===== config.mk =====
export PLATFORM = sky130hd
export DESIGN_NAME = i2c_master_byte_sequencer
export DESIGN_NICKNAME = d
export VERILOG_FILES = /design/src/hdl/i2cms_pkg.sv /design/src/hdl/i2cms_core.sv /design/src/hdl/i2c_master_byte_sequencer.sv
export VERILOG_INCLUDE_DIRS = /design/src /design/src/hdl
export SDC_FILE = /design/constraint.sdc
export NUM_CORES = 1
export LEC_CHECK = 0
export BUFFER_PORTS_ARGS = -buffer_cell sky130_fd_sc_hd__buf_2
export CAP_MARGIN = 20
export CORE_MARGIN = 2
export CORE_UTILIZATION = 40
export DETAILED_ROUTE_END_ITERATION = 6
export PLACE_DENSITY = 0.57
export SYNTH_ARGS = -nofsm -noshare
export SYNTH_HDL_FRONTEND = slang
export SYNTH_HIERARCHICAL = 1
export SYNTH_SLANG_ARGS = --single-unit

===== constraint.sdc =====
create_clock -name clk -period 6.8 [get_ports clk]
set_input_delay 0 -clock clk [delete_from_list [all_inputs] [get_ports clk]]
set_output_delay 0 -clock clk [all_outputs]
set_load 0.03 [all_outputs]

===== src/hdl/i2c_master_byte_sequencer_defines.svh =====
// assertion macros for the i2c master byte sequencer
`ifndef I2C_MASTER_BYTE_SEQUENCER_DEFINES_SVH
`define I2C_MASTER_BYTE_SEQUENCER_DEFINES_SVH

// checked outside reset
`define I2CMS_ASSERT(lbl, prop, msg) \
  lbl: assert property (@(posedge clk) disable iff (rst) prop) else $error(msg);

// checked during reset as well
`define I2CMS_ASSERT_ALWAYS(lbl, prop, msg) \
  lbl: assert property (@(posedge clk) prop) else $error(msg);

`endif


===== src/hdl/i2cms_pkg.sv =====
// types and constants shared by the i2c master byte sequencer
package i2cms_pkg;

  localparam int PRESCALE_WIDTH = 16;
  localparam int DATA_W = 16;
  localparam int CFG_IDX_W = 1;
  localparam int CFG_DATA_W = 16;

  localparam logic [7:0] ACK_TIMEOUT_RESET = 8'd250;
  localparam logic [PRESCALE_WIDTH-1:0] UNIT_TICKS_RESET = PRESCALE_WIDTH'(1);

  localparam logic [CFG_IDX_W-1:0] REG_ACK_TIMEOUT = 1'd0;
  localparam logic [CFG_IDX_W-1:0] REG_UNIT_TICKS = 1'd1;

  localparam logic [2:0] CMD_NONE = 3'd0;
  localparam logic [2:0] CMD_START = 3'd1;
  localparam logic [2:0] CMD_STOP = 3'd2;
  localparam logic [2:0] CMD_WRITE = 3'd3;
  localparam logic [2:0] CMD_READ = 3'd4;

  localparam logic [2:0] START_UNITS = 3'd4;
  localparam logic [2:0] BIT_UNITS = 3'd2;
  localparam logic [2:0] ACK_UNITS = 3'd1;

  // item from the input side, command in the low bits
  typedef struct packed {
    logic [2:0] pad;
    logic       sda_in;
    logic       ack_after_read;
    logic [7:0] tx_byte;
    logic [2:0] command;
  } in_item_t;

  // result item, scl_level in bit 0
  typedef struct packed {
    logic [1:0] pad;
    logic       ack_fail;
    logic [7:0] rx_byte;
    logic       done_res;
    logic       busy_res;
    logic       sda_drive;
    logic       sda_level;
    logic       scl_level;
  } res_item_t;

  typedef struct packed {
    logic [7:0]                ack_timeout;
    logic [PRESCALE_WIDTH-1:0] unit_ticks;
  } cfg_t;

endpackage


===== src/hdl/i2cms_core.sv =====
// bus sequencer state and per-tick next-state logic
module i2cms_core (
  input  logic                  clk,
  input  logic                  rst,
  input  logic                  step,
  input  i2cms_pkg::in_item_t   item,
  input  i2cms_pkg::cfg_t       cfg,
  output i2cms_pkg::res_item_t  res
);
  import i2cms_pkg::*;

  localparam logic [3:0] PH_IDLE     = 4'd0;
  localparam logic [3:0] PH_START_A  = 4'd1;
  localparam logic [3:0] PH_START_B  = 4'd2;
  localparam logic [3:0] PH_STOP_A   = 4'd3;
  localparam logic [3:0] PH_STOP_B   = 4'd4;
  localparam logic [3:0] PH_WR_SETUP = 4'd5;
  localparam logic [3:0] PH_WR_HIGH  = 4'd6;
  localparam logic [3:0] PH_WR_LOW   = 4'd7;
  localparam logic [3:0] PH_ACK_REL  = 4'd8;
  localparam logic [3:0] PH_ACK_HIGH = 4'd9;
  localparam logic [3:0] PH_ACK_POLL = 4'd10;
  localparam logic [3:0] PH_RD_LOW   = 4'd11;
  localparam logic [3:0] PH_RD_HIGH  = 4'd12;
  localparam logic [3:0] PH_RA_LOW   = 4'd13;
  localparam logic [3:0] PH_RA_HIGH  = 4'd14;

  logic [3:0] phase, phase_next;
  logic [3:0] bit_count, bit_count_next;
  logic [7:0] shift_reg, shift_reg_next;
  logic [PRESCALE_WIDTH-1:0] unit_count, unit_count_next;
  logic [2:0] step_units, step_units_next;
  logic [7:0] wait_count, wait_count_next;
  logic [7:0] rx_reg, rx_reg_next;
  logic scl_reg, scl_reg_next;
  logic sda_reg, sda_reg_next;
  logic sda_oe_reg, sda_oe_reg_next;
  logic fail_flag, fail_flag_next;
  logic ack_choice, ack_choice_next;
  logic done;

  logic [PRESCALE_WIDTH:0]   cnt_inc;
  logic [PRESCALE_WIDTH-1:0] unit_len;
  logic [2:0]                step_left;
  logic [3:0]                bc_inc;

  always_comb begin
    phase_next = phase;
    bit_count_next = bit_count;
    shift_reg_next = shift_reg;
    unit_count_next = unit_count;
    step_units_next = step_units;
    wait_count_next = wait_count;
    rx_reg_next = rx_reg;
    scl_reg_next = scl_reg;
    sda_reg_next = sda_reg;
    sda_oe_reg_next = sda_oe_reg;
    fail_flag_next = fail_flag;
    ack_choice_next = ack_choice;
    done = 1'b0;
    cnt_inc = {1'b0, unit_count} + (PRESCALE_WIDTH+1)'(1);
    unit_len = (cfg.unit_ticks == '0) ? PRESCALE_WIDTH'(1) : cfg.unit_ticks;
    step_left = step_units;
    bc_inc = bit_count + 4'd1;

    if (phase == PH_IDLE) begin
      case (item.command)
        CMD_START: begin
          sda_oe_reg_next = 1'b1;
          sda_reg_next = 1'b1;
          scl_reg_next = 1'b1;
          step_units_next = START_UNITS;
          unit_count_next = '0;
          phase_next = PH_START_A;
        end
        CMD_STOP: begin
          sda_oe_reg_next = 1'b1;
          scl_reg_next = 1'b0;
          sda_reg_next = 1'b0;
          step_units_next = START_UNITS;
          unit_count_next = '0;
          phase_next = PH_STOP_A;
        end
        CMD_WRITE: begin
          fail_flag_next = 1'b0;
          shift_reg_next = item.tx_byte;
          bit_count_next = '0;
          sda_oe_reg_next = 1'b1;
          scl_reg_next = 1'b0;
          sda_reg_next = item.tx_byte[7];
          step_units_next = BIT_UNITS;
          unit_count_next = '0;
          phase_next = PH_WR_SETUP;
        end
        CMD_READ: begin
          ack_choice_next = item.ack_after_read;
          shift_reg_next = '0;
          bit_count_next = '0;
          sda_oe_reg_next = 1'b0;
          scl_reg_next = 1'b0;
          step_units_next = BIT_UNITS;
          unit_count_next = '0;
          phase_next = PH_RD_LOW;
        end
        default: begin
        end
      endcase
    end else if (phase == PH_ACK_POLL) begin
      if (!item.sda_in) begin
        scl_reg_next = 1'b0;
        fail_flag_next = 1'b0;
        phase_next = PH_IDLE;
        done = 1'b1;
      end else if (wait_count >= cfg.ack_timeout) begin
        fail_flag_next = 1'b1;
        sda_oe_reg_next = 1'b1;
        scl_reg_next = 1'b0;
        sda_reg_next = 1'b0;
        step_units_next = START_UNITS;
        unit_count_next = '0;
        phase_next = PH_STOP_A;
      end else begin
        wait_count_next = wait_count + 8'd1;
      end
    end else begin
      if (cnt_inc >= {1'b0, unit_len}) begin
        unit_count_next = '0;
        if (step_units != '0) begin
          step_left = step_units - 3'd1;
        end
      end else begin
        unit_count_next = cnt_inc[PRESCALE_WIDTH-1:0];
      end
      step_units_next = step_left;
      if (step_left == '0) begin
        case (phase)
          PH_START_A: begin
            sda_reg_next = 1'b0;
            step_units_next = START_UNITS;
            unit_count_next = '0;
            phase_next = PH_START_B;
          end
          PH_START_B: begin
            scl_reg_next = 1'b0;
            phase_next = PH_IDLE;
            done = 1'b1;
          end
          PH_STOP_A: begin
            scl_reg_next = 1'b1;
            sda_reg_next = 1'b1;
            step_units_next = START_UNITS;
            unit_count_next = '0;
            phase_next = PH_STOP_B;
          end
          PH_STOP_B: begin
            phase_next = PH_IDLE;
            done = 1'b1;
          end
          PH_WR_SETUP: begin
            scl_reg_next = 1'b1;
            step_units_next = BIT_UNITS;
            unit_count_next = '0;
            phase_next = PH_WR_HIGH;
          end
          PH_WR_HIGH: begin
            scl_reg_next = 1'b0;
            step_units_next = BIT_UNITS;
            unit_count_next = '0;
            phase_next = PH_WR_LOW;
          end
          PH_WR_LOW: begin
            bit_count_next = bc_inc;
            shift_reg_next = {shift_reg[6:0], 1'b0};
            unit_count_next = '0;
            if (bc_inc >= 4'd8) begin
              sda_oe_reg_next = 1'b0;
              sda_reg_next = 1'b1;
              wait_count_next = '0;
              step_units_next = ACK_UNITS;
              phase_next = PH_ACK_REL;
            end else begin
              sda_reg_next = shift_reg[6];
              step_units_next = BIT_UNITS;
              phase_next = PH_WR_SETUP;
            end
          end
          PH_ACK_REL: begin
            scl_reg_next = 1'b1;
            step_units_next = ACK_UNITS;
            unit_count_next = '0;
            phase_next = PH_ACK_HIGH;
          end
          PH_ACK_HIGH: begin
            phase_next = PH_ACK_POLL;
          end
          PH_RD_LOW: begin
            scl_reg_next = 1'b1;
            shift_reg_next = {shift_reg[6:0], item.sda_in};
            step_units_next = ACK_UNITS;
            unit_count_next = '0;
            phase_next = PH_RD_HIGH;
          end
          PH_RD_HIGH: begin
            bit_count_next = bc_inc;
            scl_reg_next = 1'b0;
            step_units_next = BIT_UNITS;
            unit_count_next = '0;
            if (bc_inc >= 4'd8) begin
              rx_reg_next = shift_reg;
              sda_oe_reg_next = 1'b1;
              sda_reg_next = ~ack_choice;
              phase_next = PH_RA_LOW;
            end else begin
              phase_next = PH_RD_LOW;
            end
          end
          PH_RA_LOW: begin
            scl_reg_next = 1'b1;
            step_units_next = BIT_UNITS;
            unit_count_next = '0;
            phase_next = PH_RA_HIGH;
          end
          PH_RA_HIGH: begin
            scl_reg_next = 1'b0;
            phase_next = PH_IDLE;
            done = 1'b1;
          end
          default: begin
            phase_next = PH_IDLE;
            done = 1'b1;
          end
        endcase
      end
    end
  end

  always_ff @(posedge clk) begin
    if (rst) begin
      phase <= PH_IDLE;
      bit_count <= '0;
      shift_reg <= '0;
      unit_count <= '0;
      step_units <= '0;
      wait_count <= '0;
      rx_reg <= '0;
      scl_reg <= 1'b1;
      sda_reg <= 1'b1;
      sda_oe_reg <= 1'b1;
      fail_flag <= 1'b0;
      ack_choice <= 1'b0;
    end else if (step) begin
      phase <= phase_next;
      bit_count <= bit_count_next;
      shift_reg <= shift_reg_next;
      unit_count <= unit_count_next;
      step_units <= step_units_next;
      wait_count <= wait_count_next;
      rx_reg <= rx_reg_next;
      scl_reg <= scl_reg_next;
      sda_reg <= sda_reg_next;
      sda_oe_reg <= sda_oe_reg_next;
      fail_flag <= fail_flag_next;
      ack_choice <= ack_choice_next;
    end
  end

  always_comb begin
    res = '0;
    res.scl_level = scl_reg_next;
    res.sda_level = sda_reg_next;
    res.sda_drive = sda_oe_reg_next;
    res.busy_res = (phase_next != PH_IDLE);
    res.done_res = done;
    res.rx_byte = rx_reg_next;
    res.ack_fail = fail_flag_next;
  end

endmodule


===== src/hdl/i2c_master_byte_sequencer.sv =====
// i2c master byte sequencer top level: input register, config, result register
//
//   channel   direction  contents
//   s_axis    in         one bus tick: command, tx_byte, ack_after_read, sda_in
//   m_axis    out        line levels, busy, done, rx_byte, ack_fail after the tick
//   cfg       in         register writes: ack_timeout, unit_ticks
//
// one item per cycle sustained while m_axis_tready stays high; a stalled output holds the flow
// path: input register, then next-state logic into the result register
// rst clears control state, lines reset high and driven, ack_timeout 250, unit_ticks 1
// a stalled output holds its item; the input register keeps taking items until both fill
module i2c_master_byte_sequencer (
  input  logic                          clk,
  input  logic                          rst,
  input  logic                          s_axis_tvalid,
  output logic                          s_axis_tready,
  // command[2:0], tx_byte[10:3], ack_after_read[11], sda_in[12], zero[15:13]
  input  logic [i2cms_pkg::DATA_W-1:0]  s_axis_tdata,
  output logic                          m_axis_tvalid,
  input  logic                          m_axis_tready,
  // scl_level[0], sda_level[1], sda_drive[2], busy_res[3], done_res[4],
  // rx_byte[12:5], ack_fail[13], zero[15:14]
  output logic [i2cms_pkg::DATA_W-1:0]  m_axis_tdata,
  input  logic                          cfg_we,
  input  logic [i2cms_pkg::CFG_IDX_W-1:0]  cfg_index,
  input  logic [i2cms_pkg::CFG_DATA_W-1:0] cfg_data
);
  import i2cms_pkg::*;
  `include "i2c_master_byte_sequencer_defines.svh"

  cfg_t      cfg;
  logic      in_valid;
  in_item_t  in_reg;
  logic      out_valid;
  res_item_t out_reg;
  res_item_t res;
  logic      step;

  assign step = in_valid && (!out_valid || m_axis_tready);
  assign s_axis_tready = !in_valid || step;

  always_ff @(posedge clk) begin
    if (rst) begin
      cfg.ack_timeout <= ACK_TIMEOUT_RESET;
      cfg.unit_ticks <= UNIT_TICKS_RESET;
    end else if (cfg_we) begin
      case (cfg_index)
        REG_ACK_TIMEOUT: cfg.ack_timeout <= cfg_data[7:0];
        REG_UNIT_TICKS: cfg.unit_ticks <= cfg_data[PRESCALE_WIDTH-1:0];
        default: begin
        end
      endcase
    end
  end

  always_ff @(posedge clk) begin
    if (rst) begin
      in_valid <= 1'b0;
    end else if (s_axis_tready) begin
      in_valid <= s_axis_tvalid;
    end
  end

  always_ff @(posedge clk) begin
    if (s_axis_tready && s_axis_tvalid) begin
      in_reg <= in_item_t'(s_axis_tdata);
    end
  end

  i2cms_core u_core (
    .clk  (clk),
    .rst  (rst),
    .step (step),
    .item (in_reg),
    .cfg  (cfg),
    .res  (res)
  );

  always_ff @(posedge clk) begin
    if (rst) begin
      out_valid <= 1'b0;
    end else if (step) begin
      out_valid <= 1'b1;
    end else if (m_axis_tready) begin
      out_valid <= 1'b0;
    end
  end

  always_ff @(posedge clk) begin
    if (step) begin
      out_reg <= res;
    end
  end

  assign m_axis_tvalid = out_valid;
  assign m_axis_tdata = DATA_W'(out_reg);

  `I2CMS_ASSERT_ALWAYS(a_reset_empty, rst |=> !out_valid && !in_valid, "pipeline not empty after reset")
  `I2CMS_ASSERT(a_ready_only_full, !s_axis_tready |-> in_valid && out_valid && !m_axis_tready, "input stalled while pipeline can move")
  `I2CMS_ASSERT(a_done_not_busy, step && res.done_res |-> !res.busy_res, "done reported while still busy")
  `I2CMS_ASSERT(a_step_fills_out, step |=> out_valid, "result register not loaded after a step")

endmodule

# --- Word-level counts from Yosys, hierarchy flattened ---
# Cells that the tools add are included.
# Widths: inputs -> output; s select.
classes:
  n_addsub: 4
  order_cmp: 3
  eq_ne: 26
  n_mux: 87
  bitwise: 3
  n_reduce_logical: 39
op_table:
  columns: ["op", "count"]
  rows:
  - ["$mux 16", 9]
  - ["$mux 8", 14]
  - ["$mux 4", 11]
  - ["$pmux 4 s10", 1]
  - ["$pmux 8 s2", 2]
  - ["$mux 1", 30]
  - ["$mux 3", 10]
  - ["$eq 4x4->1 const B", 7]
  - ["$add 16x1->17 const B", 1]
  - ["$ge 17x16->1", 1]
  - ["$logic_not 16->1", 1]
  - ["$pmux 4 s4", 1]
  - ["$eq 4x3->1 const B", 3]
  - ["$pmux 3 s4", 1]
  - ["$reduce_bool 2->1", 6]
  - ["$reduce_or 4->1", 3]
  - ["$reduce_and 5->1", 2]
  - ["$reduce_or 10->1", 1]
  - ["$reduce_or 2->1", 5]
  - ["$reduce_or 9->1", 1]
  - ["$add 8x1->8 const B", 1]
  - ["$eq 4x2->1 const B", 2]
  - ["$ge 8x8->1", 1]
  - ["$ne 2x2->1 const B", 4]
  - ["29 further kinds", 44]
totals:
  reg_bits: 109
  input_bits: 38
  output_inout_bits: 18
  elab_cells: 189

# --- Logic depth before layout (Yosys ltp) ---
depth:
  depth_word: 11
  ltp_mapped: 17
  ltp_nobuf: 15

# --- Cells and area by module ---
# Netlist, hierarchy kept.
modules_own_cells:
  columns: ["module", "n_inst", "cells_per_inst", "area_per_inst_um2", "seq_area_each_um2"]
  rows:
  - ["i2cms_core", 1, 565, 4314.1, 1121.1]
  - ["i2c_master_byte_sequencer", 1, 150, 2115.8, 1481.4]

# --- Least setup slack after synthesis ---
# OpenSTA, ideal clock, no wires.
synth_path:
  path_kind: "register -> register"
  startpoint: "register u_core.unit_count[2]"
  endpoint: "register out_reg, in the netlist m_axis_tdata[10], data pin"
  setup_time_ns: 0.260
  t_arrival_ns: 3.654
  required_time_ns: 6.540
  slack_ns: 2.886
  path_stages_with_launch: 15
  n_path_buf: 1
  synth_period_minus_slack_ns: 3.914
  cell_sequence: "dfxtp_1 -> clkbuf_1 -> nand3_1 -> nor2_1 -> nand4_1 -> xnor2_1 -> ha_1 -> a21oi_1 -> a21boi_0 -> o31ai_1 -> o2111ai_2 -> a21oi_1 -> o22ai_2 -> nor3_2 -> mux2_2"
synth_lines:
  columns: ["item", "line", "text"]
  rows:
  - ["from (decl)", "i2cms_core.sv:31", "logic [PRESCALE_WIDTH-1:0] unit_count, unit_count_next;"]
  - ["from (signal assigned)", "i2cms_core.sv:255", "unit_count <= unit_count_next;"]
  - ["to (signal assigned)", "i2c_master_byte_sequencer.sv:91", "out_reg <= res;"]
  - ["to (decl)", "i2c_master_byte_sequencer.sv:35", "res_item_t out_reg;"]

==> flow_summary_export.csv <==
group,metric,value,unit
outcome,status,"completed",
critical_path,r2r-start,"u_core/unit_count[2]$_SDFFE_PP0P_",
floorplanning,ioPinCount,56,
routing,antenna_left,0,
hold_path,min-delay-start,"cfg_we",
floorplanning,core_area,15700,um2
timing,hold_viol,0,
cts,cts-resized-gates,0,
timing,tns,0,ns
timing,post-route-min-period,4.85,ns
power,p_per_area,211,nW/um2
timing,hold_ws,0.197,ns
cts,clock_path_buffers,2,
finish,syn_to_final_growth,14.8,%
routing,wl_per_cell,15.2,um
power,p_leak,2.92,nW
finish,largest_reg_flops,24,
critical_path,crit_required,6.91,ns
place,dpl_worst_slack,1.82,ns
cts,clk_pin_slew,0.08,ns
cts,htree_levels,3,
global_routing,grt_pass1_wl,24.8,mm
routing,drc,0,
power,vdd_drop_max,0.122,mV
finish,finalNonFillerCells,991,
global_routing,grt_use_total,18.4,%
timing,worst_slack,1.95,ns
cts,insertion_delay,0.36,ns
global_routing,antenna_found_initial,0,
critical_path,critPathArrivalTime,4.96,ns
floorplanning,start_util,40.3,%
timing,fmax,0.206,GHz
finish,fillers,1533,
routing,via_per_inst,5.51,
place,place_hpwl,10.4,mm
global_routing,grt_pass1_vias,5055,
finish,drive_above_1_share,14.7,%
place,port_buffers,52,
timing,finalSetupViolCount,0,
critical_path,path_max_fanout,9,
global_routing,grt_max_degree,82,
routing,drtIter0Drc,543,
floorplanning,row_count,46,
flow_run,drv_cap,0,
critical_path,worstSetupStartpointType,"flop",
critical_path,crit_path_end_kind,"flop",
finish,final_nets,838,
finish,multi_input_area,3410,um2
finish,diodes,0,
cts,cts_buffers,9,
logic_synthesis,synthCells,712,
logic_synthesis,syn_area,6340,um2
cts,cts_tree,"done",
timing,tightest_slew,0.938,ns
timing,fin_crit_sh,71.3,%
finish,register_area,2510,um2
timing,maxSlewHeadroom,37.2,%
cts,root_buffer,"clkbuf_16",
critical_path,critical_path_class,"reg -> reg",
place,place_inst,942,
logic_synthesis,yosys_warnings,6,
cts,clock-sinks,111,
timing,fin_worst_skew,0.0109,ns
routing,totalWireLength,15.1,mm
timing,rsz0062_at_grt,"false",
global_routing,overflow,0,
routing,dr.pass1.iters,6,
place,place_congestion,0.876,
timing,finalMaxSlewViolations,0,
floorplanning,die_h,130,um
logic_synthesis,syn_avg_cell_area,8.90,um2
floorplanning,die_width,130,um
cts,cts_setup_buffers,0,
floorplanning,die_area,16900,um2
finish,top_register,"cfg",
routing,num_vias,5457,
critical_path,startpoint,"u_core/unit_count[2]$_SDFFE_PP0P_",
hold_path,worstHoldPathType,"in -> reg",
-- per-layer routing --
layer,share of wire (%),global-route usage (%),vias to the layer above
met5,0,0,-
met2,47,29.8,138
met1,47,24.9,2603
met3,4.5,4.22,22
li1,-,-,2694
met4,1.7,4.62,0
-- critical path, cell delays in order, from the launching register on --
cell and delay [ns]:
dfxtp_1 0.49, nand3_1 0.29, nor2_1 0.43, nand4_1 0.17
xnor2_1 0.24, ha_1 0.30, a21oi_1 0.15, a21boi_0 0.11
o31ai_1 0.29, o2111ai_2 0.32, a21oi_1 0.38, o22ai_2 0.24
nor3_2 0.78, mux2_2 0.42
-- path summary, 6_finish.rpt --
check	to	slack (ns)	cells after the start
max reg2reg	m_axis_tdata[6]$_DFFE_PP_	1.95	13
min reg2reg	m_axis_tvalid$_SDFFE_PP0P_	0.46	2
min	cfg[3]$_SDFFE_PP0P_	0.20	3
max	m_axis_tdata[6]$_DFFE_PP_	1.95	13
-- layout make-up --
cell class / instances / share of cell area (%)
Multi-Input combinational cell: 508 / 46.9
Sequential cell: 111 / 34.5
Timing Repair Buffer: 90 / 8.59
Tap cell: 216 / 3.71
Clock buffer: 11 / 3.21
Inverter: 50 / 2.58
Clock inverter: 5 / 0.481
-- per-stage QoR --
step	util [%]	instance area (um2)	power, mW
global route	46.3	7280	1.61
global placement	42.5	6680	1.03
floorplan	-	6340	0.966
CTS	46.3	7270	1.54
finish	46.3	7280	1.53
detailed placement	42.5	6680	1.03
-- layout by cell type, fill, tap and decap left out, drive strengths merged, types with 4 or more instances in the layout --
| cell type | n |
|---|---|
| dfxtp | 82 |
| xnor2 | 14 |
| a31oi | 17 |
| and2 | 9 |
| xor2 | 7 |
| nand2b | 10 |
| ha | 30 |
| a221oi | 17 |
| nand4 | 12 |
| and3 | 10 |
| nand3 | 29 |
| clkbuf | 11 |
| nor2 | 79 |
| nor3 | 8 |
| mux2i | 21 |
| nor2b | 5 |
| clkinv | 4 |
| o21a | 5 |
| nand2 | 50 |
| a21o | 6 |
| o31ai | 7 |
| a21bo | 14 |
| o211ai | 8 |
| a211oi | 8 |
| dlygate4sd3 | 32 |
| inv | 50 |
| a21oi | 52 |
| edfxtp | 29 |
| mux2 | 10 |
| o2111ai | 4 |
| buf | 58 |
| or4 | 5 |
| o21ai | 22 |
| a22oi | 8 |
| nor4 | 5 |
-- report_power, final --
part,switching (mW),internal [mW],total (mW)
Combinational,0.192,0.109,0.302
Sequential,0.0257,0.708,0.733
Clock,0.247,0.251,0.498
Total,0.465,1.07,1.53
-- repair_timing --
item | 4_1_cts | 5_1_grt
endpoints found under the setup margin | 0 | 0
hold endpoints to repair | 38 | 0
hold buffers | 32 | 0
(Power assumes the default switching activity.)
